==> src/esdsm_pkg.sv <==
// Package: widths, constants and helpers of the encoder speed monitor.
`default_nettype none
package esdsm_pkg;

    // Shared multiplier operand and product widths
    localparam int MUL_A_W = 26;
    localparam int MUL_B_W = 17;
    localparam int MUL_P_W = MUL_A_W + MUL_B_W;

    // Configuration port widths
    localparam int CFG_IDX_W  = 4;
    localparam int CFG_DATA_W = 20;

    // Register indexes
    localparam logic [CFG_IDX_W-1:0] REG_RPM_PER_COUNT  = 4'd0;
    localparam logic [CFG_IDX_W-1:0] REG_FAST_LIMIT     = 4'd1;
    localparam logic [CFG_IDX_W-1:0] REG_MEDIUM_LIMIT   = 4'd2;
    localparam logic [CFG_IDX_W-1:0] REG_GAIN_FAST      = 4'd3;
    localparam logic [CFG_IDX_W-1:0] REG_GAIN_MEDIUM    = 4'd4;
    localparam logic [CFG_IDX_W-1:0] REG_GAIN_SLOW      = 4'd5;
    localparam logic [CFG_IDX_W-1:0] REG_DIST_PER_COUNT = 4'd6;
    localparam logic [CFG_IDX_W-1:0] REG_STALL_PERIODS  = 4'd7;

    // Direction codes
    localparam logic [1:0] DIR_STOP = 2'd0;
    localparam logic [1:0] DIR_FWD  = 2'd1;
    localparam logic [1:0] DIR_REV  = 2'd2;

    // Motor running threshold on |command| and direction dead band
    localparam logic [16:0]        MOTOR_RUN_LIMIT = 17'd30;
    localparam logic signed [15:0] DIR_DEAD_BAND   = 16'sd2;

    // Gain ceiling, Q8 unity
    localparam logic [8:0] GAIN_MAX = 9'd256;

    // Saturation bounds, held at product width
    localparam logic signed [MUL_P_W-1:0] S24_MAX = 43'sd8388607;
    localparam logic signed [MUL_P_W-1:0] S24_MIN = -43'sd8388608;

    // Clamp a wide signed value to 24 bits
    function automatic logic signed [23:0] sat24(input logic signed [MUL_P_W-1:0] v);
        logic signed [23:0] r;
        if (v > S24_MAX)
            r = 24'sh7FFFFF;
        else if (v < S24_MIN)
            r = 24'sh800000;
        else
            r = v[23:0];
        return r;
    endfunction

endpackage
`default_nettype wire

==> src/esdsm_ifs.sv <==
// Interfaces: sample input, result output and configuration write channels.
`default_nettype none
interface esdsm_in_if;
    logic               valid;
    logic               ready;
    logic signed [15:0] count_delta;
    logic signed [15:0] motor_command;
    logic               clear_totals;

    modport source (output valid, count_delta, motor_command, clear_totals, input ready);
    modport sink   (input valid, count_delta, motor_command, clear_totals, output ready);
endinterface

interface esdsm_out_if;
    logic               valid;
    logic               ready;
    logic signed [23:0] instant_rpm;
    logic signed [23:0] smoothed_rpm;
    logic [1:0]         direction;
    logic signed [31:0] pulse_total;
    logic [47:0]        distance_total;
    logic               stalled;

    modport source (output valid, instant_rpm, smoothed_rpm, direction, pulse_total,
                    distance_total, stalled, input ready);
    modport sink   (input valid, instant_rpm, smoothed_rpm, direction, pulse_total,
                    distance_total, stalled, output ready);
endinterface

interface esdsm_cfg_if;
    logic                               valid;
    logic                               ready;
    logic [esdsm_pkg::CFG_IDX_W-1:0]    index;
    logic [esdsm_pkg::CFG_DATA_W-1:0]   data;

    modport source (output valid, index, data, input ready);
    modport sink   (input valid, index, data, output ready);
endinterface
`default_nettype wire

==> src/esdsm_mul.sv <==
// Shared signed multiplier with a registered product.
`default_nettype none
module esdsm_mul (
    input  wire logic                               clk,
    input  wire logic signed [esdsm_pkg::MUL_A_W-1:0] a,
    input  wire logic signed [esdsm_pkg::MUL_B_W-1:0] b,
    output logic signed [esdsm_pkg::MUL_P_W-1:0]      prod_reg
);
    import esdsm_pkg::*;

    logic signed [MUL_P_W-1:0] prod_next;

    // One product per cycle, sign-extended operands
    assign prod_next = MUL_P_W'(a) * MUL_P_W'(b);

    always_ff @(posedge clk)
    begin
        prod_reg <= prod_next;
    end
endmodule
`default_nettype wire

==> src/encoder_speed_distance_stall_monitor.sv <==
// Top level: encoder speed, distance and stall monitor.
// Usage:
//   sample : one transaction per encoder sample period carrying count_delta,
//            motor_command and clear_totals.
//   result : one transaction per sample carrying instant and smoothed speed
//            (1/16 RPM), direction, pulse and distance totals and stall flag.
//   cfg    : register writes (index, data); always ready, take effect at once,
//            to be written only while no sample is in flight.
// Timing: a sample passes through a sequencer that uses one shared multiplier
//   three times (speed scaling, distance increment, filter step). The result
//   register loads as the sequencer leaves its last step; sample.ready rises
//   at that same edge, so a new sample is taken only once the previous one
//   has left the sequencer.
// Stall: a result waiting at the output does not block the next sample; the
//   sequencer holds in its last step only when the output register still holds
//   the previous result and result.ready is low.
// Reset: configuration registers return to their default values, filter, still counter and
//   totals to zero; no result is pending.
`default_nettype none
module encoder_speed_distance_stall_monitor (
    input wire logic    clk,
    input wire logic    rst_n,
    esdsm_in_if.sink    sample,
    esdsm_out_if.source result,
    esdsm_cfg_if.sink   cfg
);
    import esdsm_pkg::*;

    typedef enum logic [6:0] {
        S_IDLE = 7'b0000001,
        S_MRPM = 7'b0000010,
        S_INST = 7'b0000100,
        S_GAIN = 7'b0001000,
        S_MEMA = 7'b0010000,
        S_FIN  = 7'b0100000,
        S_OUT  = 7'b1000000
    } state_t;

    state_t state_reg, state_next;

    // Configuration registers
    logic [15:0] rpm_per_count_reg;
    logic [19:0] fast_limit_reg;
    logic [19:0] medium_limit_reg;
    logic [8:0]  gain_fast_reg;
    logic [8:0]  gain_medium_reg;
    logic [8:0]  gain_slow_reg;
    logic [15:0] dist_per_count_reg;
    logic [15:0] stall_periods_reg;

    // Long-lived state
    logic signed [23:0] ema_reg, ema_next;
    logic [15:0]        still_reg, still_next;
    logic signed [31:0] pulse_reg, pulse_next;
    logic [47:0]        dist_reg, dist_next;

    // Per-sample working registers
    logic signed [15:0] delta_reg, delta_next;
    logic signed [15:0] cmd_reg, cmd_next;
    logic signed [23:0] inst_reg, inst_next;
    logic signed [24:0] diff_reg, diff_next;
    logic [8:0]         gain_reg, gain_next;

    // Output register
    logic               out_valid_reg, out_valid_next;
    logic signed [23:0] o_inst_reg, o_inst_next;
    logic signed [23:0] o_ema_reg, o_ema_next;
    logic [1:0]         o_dir_reg, o_dir_next;
    logic signed [31:0] o_pulse_reg, o_pulse_next;
    logic [47:0]        o_dist_reg, o_dist_next;
    logic               o_stall_reg, o_stall_next;

    // Shared multiplier
    logic signed [MUL_A_W-1:0] mul_a;
    logic signed [MUL_B_W-1:0] mul_b;
    logic signed [MUL_P_W-1:0] prod;

    esdsm_mul u_mul (
        .clk      (clk),
        .a        (mul_a),
        .b        (mul_b),
        .prod_reg (prod)
    );

    // Derived values
    logic [16:0]               mag;
    logic [16:0]               cmd_mag;
    logic signed [MUL_P_W-1:0] prod_rnd;
    logic signed [24:0]        diff_w;
    logic [24:0]               change;
    logic [8:0]                gain_sel;
    logic [48:0]               dist_sum;
    logic signed [MUL_P_W-1:0] ema_sum;
    logic signed [32:0]        pulse_sum;
    logic                      running;
    logic                      still;
    logic                      in_acc;
    logic                      out_free;

    assign in_acc   = sample.valid && sample.ready;
    assign out_free = !out_valid_reg || result.ready;

    assign mag      = delta_reg[15] ? -17'(delta_reg) : 17'(delta_reg);
    assign cmd_mag  = cmd_reg[15] ? -17'(cmd_reg) : 17'(cmd_reg);
    assign prod_rnd = (prod + MUL_P_W'(128)) >>> 8;
    assign diff_w   = 25'(inst_reg) - 25'(ema_reg);
    assign change   = diff_w[24] ? 25'(-diff_w) : 25'(diff_w);
    assign dist_sum = {1'b0, dist_reg} + {17'd0, prod[31:0]};
    assign ema_sum  = MUL_P_W'(ema_reg) + prod_rnd;
    assign pulse_sum = 33'(pulse_reg) + 33'(delta_reg);
    assign running  = cmd_mag > MOTOR_RUN_LIMIT;
    assign still    = mag <= 17'd1;

    // Gain choice by size of the change, fast test first
    always_comb
    begin
        priority if (change > {5'd0, fast_limit_reg})
            gain_sel = gain_fast_reg;
        else if (change > {5'd0, medium_limit_reg})
            gain_sel = gain_medium_reg;
        else
            gain_sel = gain_slow_reg;
    end

    // Multiplier operand selection per step
    always_comb
    begin
        mul_a = '0;
        mul_b = '0;
        unique case (state_reg)
            S_MRPM:
            begin
                mul_a = MUL_A_W'(delta_reg);
                mul_b = {1'b0, rpm_per_count_reg};
            end
            S_INST:
            begin
                mul_a = {9'd0, mag};
                mul_b = {1'b0, dist_per_count_reg};
            end
            S_MEMA:
            begin
                mul_a = MUL_A_W'(diff_reg);
                mul_b = {8'd0, gain_reg};
            end
            default:
            begin
                mul_a = '0;
                mul_b = '0;
            end
        endcase
    end

    // Sequencer and datapath updates
    always_comb
    begin
        state_next     = state_reg;
        ema_next       = ema_reg;
        still_next     = still_reg;
        pulse_next     = pulse_reg;
        dist_next      = dist_reg;
        delta_next     = delta_reg;
        cmd_next       = cmd_reg;
        inst_next      = inst_reg;
        diff_next      = diff_reg;
        gain_next      = gain_reg;
        out_valid_next = out_valid_reg && !result.ready;
        o_inst_next    = o_inst_reg;
        o_ema_next     = o_ema_reg;
        o_dir_next     = o_dir_reg;
        o_pulse_next   = o_pulse_reg;
        o_dist_next    = o_dist_reg;
        o_stall_next   = o_stall_reg;
        unique case (state_reg)
            S_IDLE:
            begin
                if (in_acc)
                begin
                    delta_next = sample.count_delta;
                    cmd_next   = sample.motor_command;
                    if (sample.clear_totals)
                    begin
                        pulse_next = '0;
                        dist_next  = '0;
                    end
                    state_next = S_MRPM;
                end
            end
            S_MRPM:
            begin
                state_next = S_INST;
            end
            S_INST:
            begin
                inst_next  = sat24(prod_rnd);
                state_next = S_GAIN;
            end
            S_GAIN:
            begin
                diff_next  = diff_w;
                gain_next  = (gain_sel > GAIN_MAX) ? GAIN_MAX : gain_sel;
                dist_next  = dist_sum[48] ? '1 : dist_sum[47:0];
                state_next = S_MEMA;
            end
            S_MEMA:
            begin
                state_next = S_FIN;
            end
            S_FIN:
            begin
                ema_next = sat24(ema_sum);
                if (pulse_sum[32] != pulse_sum[31])
                    pulse_next = pulse_sum[32] ? 32'sh80000000 : 32'sh7FFFFFFF;
                else
                    pulse_next = pulse_sum[31:0];
                if (running && still)
                    still_next = (still_reg == 16'hFFFF) ? still_reg : still_reg + 16'd1;
                else
                    still_next = '0;
                state_next = S_OUT;
            end
            S_OUT:
            begin
                if (out_free)
                begin
                    out_valid_next = 1'b1;
                    o_inst_next    = inst_reg;
                    o_ema_next     = ema_reg;
                    o_pulse_next   = pulse_reg;
                    o_dist_next    = dist_reg;
                    o_stall_next   = still_reg > stall_periods_reg;
                    priority if (delta_reg > DIR_DEAD_BAND)
                        o_dir_next = DIR_FWD;
                    else if (delta_reg < -DIR_DEAD_BAND)
                        o_dir_next = DIR_REV;
                    else
                        o_dir_next = DIR_STOP;
                    state_next = S_IDLE;
                end
            end
            default:
            begin
                state_next = S_IDLE;
            end
        endcase
    end

    // Control and state registers
    always_ff @(posedge clk or negedge rst_n)
    begin
        if (!rst_n)
        begin
            state_reg     <= S_IDLE;
            out_valid_reg <= 1'b0;
            ema_reg       <= '0;
            still_reg     <= '0;
            pulse_reg     <= '0;
            dist_reg      <= '0;
        end
        else
        begin
            state_reg     <= state_next;
            out_valid_reg <= out_valid_next;
            ema_reg       <= ema_next;
            still_reg     <= still_next;
            pulse_reg     <= pulse_next;
            dist_reg      <= dist_next;
        end
    end

    // Working and output payload registers
    always_ff @(posedge clk)
    begin
        delta_reg   <= delta_next;
        cmd_reg     <= cmd_next;
        inst_reg    <= inst_next;
        diff_reg    <= diff_next;
        gain_reg    <= gain_next;
        o_inst_reg  <= o_inst_next;
        o_ema_reg   <= o_ema_next;
        o_dir_reg   <= o_dir_next;
        o_pulse_reg <= o_pulse_next;
        o_dist_reg  <= o_dist_next;
        o_stall_reg <= o_stall_next;
    end

    // Configuration writes
    always_ff @(posedge clk or negedge rst_n)
    begin
        if (!rst_n)
        begin
            rpm_per_count_reg  <= 16'd5120;
            fast_limit_reg     <= 20'd800;
            medium_limit_reg   <= 20'd160;
            gain_fast_reg      <= 9'd205;
            gain_medium_reg    <= 9'd128;
            gain_slow_reg      <= 9'd51;
            dist_per_count_reg <= 16'd546;
            stall_periods_reg  <= 16'd50;
        end
        else if (cfg.valid && cfg.ready)
        begin
            unique case (cfg.index)
                REG_RPM_PER_COUNT:  rpm_per_count_reg  <= cfg.data[15:0];
                REG_FAST_LIMIT:     fast_limit_reg     <= cfg.data;
                REG_MEDIUM_LIMIT:   medium_limit_reg   <= cfg.data;
                REG_GAIN_FAST:      gain_fast_reg      <= cfg.data[8:0];
                REG_GAIN_MEDIUM:    gain_medium_reg    <= cfg.data[8:0];
                REG_GAIN_SLOW:      gain_slow_reg      <= cfg.data[8:0];
                REG_DIST_PER_COUNT: dist_per_count_reg <= cfg.data[15:0];
                REG_STALL_PERIODS:  stall_periods_reg  <= cfg.data[15:0];
                default:
                begin
                end
            endcase
        end
    end

    // Port drive
    assign cfg.ready             = 1'b1;
    assign sample.ready          = (state_reg == S_IDLE);
    assign result.valid          = out_valid_reg;
    assign result.instant_rpm    = o_inst_reg;
    assign result.smoothed_rpm   = o_ema_reg;
    assign result.direction      = o_dir_reg;
    assign result.pulse_total    = o_pulse_reg;
    assign result.distance_total = o_dist_reg;
    assign result.stalled        = o_stall_reg;
endmodule
`default_nettype wire

==> src/flat_wrapper.sv <==
// flat-port wrapper written by rule: the top's interface ports become plain ports
module encoder_speed_distance_stall_monitor_flat import esdsm_pkg::*;
  (clk, rst_n, sample_valid, sample_count_delta, sample_motor_command, sample_clear_totals, sample_ready, result_valid, result_instant_rpm, result_smoothed_rpm, result_direction, result_pulse_total, result_distance_total, result_stalled, result_ready, cfg_valid, cfg_index, cfg_data, cfg_ready);
  esdsm_in_if sample_i ();
  esdsm_out_if result_i ();
  esdsm_cfg_if cfg_i ();
  input wire logic clk;
  input wire logic rst_n;
  input wire logic [$bits(sample_i.valid)-1:0] sample_valid;
  input wire logic [$bits(sample_i.count_delta)-1:0] sample_count_delta;
  input wire logic [$bits(sample_i.motor_command)-1:0] sample_motor_command;
  input wire logic [$bits(sample_i.clear_totals)-1:0] sample_clear_totals;
  output wire logic [$bits(sample_i.ready)-1:0] sample_ready;
  output wire logic [$bits(result_i.valid)-1:0] result_valid;
  output wire logic [$bits(result_i.instant_rpm)-1:0] result_instant_rpm;
  output wire logic [$bits(result_i.smoothed_rpm)-1:0] result_smoothed_rpm;
  output wire logic [$bits(result_i.direction)-1:0] result_direction;
  output wire logic [$bits(result_i.pulse_total)-1:0] result_pulse_total;
  output wire logic [$bits(result_i.distance_total)-1:0] result_distance_total;
  output wire logic [$bits(result_i.stalled)-1:0] result_stalled;
  input wire logic [$bits(result_i.ready)-1:0] result_ready;
  input wire logic [$bits(cfg_i.valid)-1:0] cfg_valid;
  input wire logic [$bits(cfg_i.index)-1:0] cfg_index;
  input wire logic [$bits(cfg_i.data)-1:0] cfg_data;
  output wire logic [$bits(cfg_i.ready)-1:0] cfg_ready;
  assign sample_i.valid = sample_valid;
  assign sample_i.count_delta = sample_count_delta;
  assign sample_i.motor_command = sample_motor_command;
  assign sample_i.clear_totals = sample_clear_totals;
  assign sample_ready = sample_i.ready;
  assign result_valid = result_i.valid;
  assign result_instant_rpm = result_i.instant_rpm;
  assign result_smoothed_rpm = result_i.smoothed_rpm;
  assign result_direction = result_i.direction;
  assign result_pulse_total = result_i.pulse_total;
  assign result_distance_total = result_i.distance_total;
  assign result_stalled = result_i.stalled;
  assign result_i.ready = result_ready;
  assign cfg_i.valid = cfg_valid;
  assign cfg_i.index = cfg_index;
  assign cfg_i.data = cfg_data;
  assign cfg_ready = cfg_i.ready;
  encoder_speed_distance_stall_monitor u_core (.clk(clk), .rst_n(rst_n), .sample(sample_i), .result(result_i), .cfg(cfg_i));
endmodule
==> config.mk <==
export PLATFORM = sky130hd
export DESIGN_NAME = encoder_speed_distance_stall_monitor_flat
export DESIGN_NICKNAME = d
export VERILOG_FILES = /design/src/esdsm_pkg.sv /design/src/esdsm_ifs.sv /design/src/esdsm_mul.sv /design/src/encoder_speed_distance_stall_monitor.sv /design/src/flat_wrapper.sv
export SDC_FILE = /design/constraint.sdc
export NUM_CORES = 2
export LEC_CHECK = 0
export BUFFER_PORTS_ARGS = -buffer_cell sky130_fd_sc_hd__buf_2
export CAP_MARGIN = 20
export CORE_UTILIZATION = 40
export DETAILED_ROUTE_END_ITERATION = 7
export HOLD_SLACK_MARGIN = 0.08
export PLACE_DENSITY_LB_ADDON = 0.15
export SLEW_MARGIN = 20
export SYNTH_ARGS = -nofsm -noshare
export SYNTH_HDL_FRONTEND = slang
export SYNTH_SLANG_ARGS = --single-unit
==> constraint.sdc <==
create_clock -name clk -period 17.9 [get_ports clk]
set_input_delay 3.58 -clock clk [delete_from_list [all_inputs] [get_ports clk]]
set_output_delay 3.58 -clock clk [all_outputs]
set_load 0.02 [all_outputs]
==> impl_metrics.py <==
metrics = {
    "routing": {
        "dr.pass1.iters": 5,
        "vias": 32321,
        "ant_nets": 0,
        "routed_wl_um": 122000,
        "drc": 0,
        "via_per_inst": 5.35,
        "routedWlPerCell_um": 20.2,
        "drt_iter0_markers": 2393,
    },
    "yosys": {
        "synthFlopType": "edfxtp_1",
        "avgSynthCellArea_um2": 9.66,
        "synth_seq_cells": 507,
        "synth_async_sr_flop_share_pct": 47.9,
        "synth_edf_count": 221,
        "synth_fp_nets": 5192,
        "synth_cell_type_count": 94,
        "synth_area_um2": 42900,
        "postSynthCellCount": 4443,
        "yosysSeqAreaShare_pct": 31.7,
        "yosysWarnings": 0,
    },
    "clock_tree": {
        "numCtsBuffers": 58,
        "cts_resized": 0,
        "cts_tree": "done",
        "root_buffer": "clkbuf_16",
        "path_clk_slew_ns": 0.06,
        "ctsHtreeMaxLevel": 2,
        "clkLatencyLatePin_ns": 0.68,
        "cts_hold_buf": 0,
        "cts.sinks": 507,
        "postCtsSetupRepairBufs": 0,
        "cts.path.max_buffers": 3,
    },
    "setup_path": {
        "crit_start": "u_core.state_reg[5]",
        "crit_family": "adder cells",
        "rrSetupSlack_ns": 7.67,
        "timing.setup.critical_path_class": "flop to flop",
        "critical_path_depth": 28,
        "critPathCapture": "u_core.u_mul.prod_reg[42]",
        "worstPathArrival_ns": 10.74,
        "crit_fanout": 30,
        "reg2reg_to": "u_core.u_mul.prod_reg[42]",
        "crit_path_top_delay_cell": "inv_2",
        "path_common_cell": "fa_1",
        "cp-start-kind": "flop",
        "required_ns": 18.41,
        "reg2reg_depth": 28,
        "endpoint_kind": "flop",
        "crit_buf_inv": 5,
        "r2r_start": "u_core.state_reg[5]",
        "cp_slowest_stage_delay_ns": 0.76,
    },
    "finish": {
        "stdcell_count": 6038,
        "antenna_cells": 0,
        "areaGrowthSynthToFinish_pct": 10.5,
        "drive_gt1_share_pct": 10.8,
        "fill_cells": 10201,
        "layout_common_cells": "inv_1 (682), nand2_1 (466), fa_1 (399), nor2_1 (299), ha_1 (288)",
        "final_nets": 5346,
        "final_common_cell": "inv_1",
    },
    "power": {
        "power.density_nw_per_um2": 78.8,
        "p_leak_nw": 22.1,
        "vdd_drop_max_mv": 0.0819,
    },
    "timing": {
        "tightest_slew_ns": 1.08,
        "report.final.slew_viol_count": 0,
        "setup_ws_ns": 7.67,
        "slew_headroom_pct": 27.5,
        "setup-tns-final_ns": 0,
        "final.min_clock_period_ns": 10.23,
        "setup_viol": 0,
        "finalHoldViolations": 0,
        "rsz0062_at_grt": "no",
        "skew_ns": 0.0524,
        "fmax_ghz": 0.0978,
        "fin_crit_sh_pct": 57.2,
    },
    "global_route": {
        "grt_first_pass_wirelength_um": 191000,
        "gr-total-overflow": 0,
        "grt_pass1_vias": 32615,
        "grt_use_total_pct": 22.9,
        "grt_max_degree": 77,
        "antenna_found_initial": 0,
    },
    "place": {
        "dp_hpwl_um": 96300,
        "place_inst": 5925,
        "dpl_worst_slack_ns": 7.74,
        "gp_congestion": 0.940,
        "io_buffers": 194,
    },
    "floorplanning": {
        "placementRows": 119,
        "core_area_um2": 106000,
        "ios": 196,
        "die_y_um": 330,
        "die_w_um": 330,
        "dieArea_um2": 109000,
        "initial_core_util_pct": 40.6,
    },
    "worst_hold_path": {
        "min_path_type": "flop to flop",
    },
    "status": {
        "outcome": "complete, no violations",
    },
    "job": {
        "maxCapViolations": 0,
    },
}
[worst min path at each step]
stage | depth (start not counted) | endpoint | start
finish | 0 | u_core.result.distance_total[27] | u_core.dist_reg[27]
global route | 0 | u_core.result.distance_total[29] | u_core.dist_reg[29]
CTS | 0 | u_core.result.distance_total[27] | u_core.dist_reg[27]
detailed placement | 0 | u_core.result.distance_total[15] | u_core.dist_reg[15]
global placement | 0 | u_core.result.pulse_total[6] | u_core.pulse_reg[6]
floorplan | 0 | u_core.result.instant_rpm[0] | u_core.inst_reg[0]
[layer usage]
layer | share of wire, % | GRT usage, %
met5 | 0 | 0
met2 | 47 | 37.8
met1 | 45 | 31.3
met4 | 3.1 | 6.96
met3 | 4.9 | 3.00
[stage by stage]
stage          util (%)  area [um2]  power (mW)  hold WS (ns)
3_5_place_dp       42.9       45500        2.53         0.475
2_1_floorplan         -       42900        2.18         0.426
6_report           44.8       47500        3.74         0.483
3_3_place_gp       42.9       45400        2.52         0.465
4_1_cts            44.8       47400        3.77         0.479
5_1_grt            44.8       47500        3.95         0.481
[final cells by class]
class	count	area (um2)	share of cell area, %
inverter	685	2570	5.42
tap	1391	1740	3.67
sequential	507	13600	28.7
clock inverter	18	244	0.514
clock buffer	92	1730	3.65
multi-input combinational	3108	26300	55.3
timing repair buffer	237	1310	2.76
[cell usage after synthesis (51+ instances only)]
library cell / count / area share (%)
a21o_1: 115 / 2.0
a21oi_1: 238 / 2.8
clkbuf_1: 131 / 1.1
dfrtp_1: 219 / 13
edfxtp_1: 221 / 15
fa_1: 399 / 19
ha_1: 288 / 8.4
inv_1: 683 / 6.0
mux2_2: 101 / 2.6
nand2_1: 466 / 4.1
nand2b_1: 51 / 0.74
nand3_1: 65 / 0.76
nor2_1: 300 / 2.6
o21a_1: 52 / 0.91
o21ai_0: 160 / 1.9
xnor2_1: 140 / 2.9
xor2_1: 60 / 1.2
[logic make-up (layout without fill, tap and decap cells)]
logic type | Yosys count | in the layout | share of synthesized area [%]
other | 1 | 1 | 0.00873
AOI/OAI and AO/OA | 917 | 917 | 14.1
adders and majority gates | 687 | 687 | 27.0
DFF | 507 | 507 | 31.7
buffers and inverters | 828 | 1032 | 7.31
and+or+nand+nor | 1185 | 1185 | 12.8
xor gates and xnor gates | 200 | 200 | 4.08
muxes | 118 | 118 | 3.05
[where the power goes]
group          internal [mW]  switching, mW
logic                  0.374          0.664
registers               1.37          0.112
clock network          0.712          0.513
Note: power is estimated with default switching activity, not from simulation.
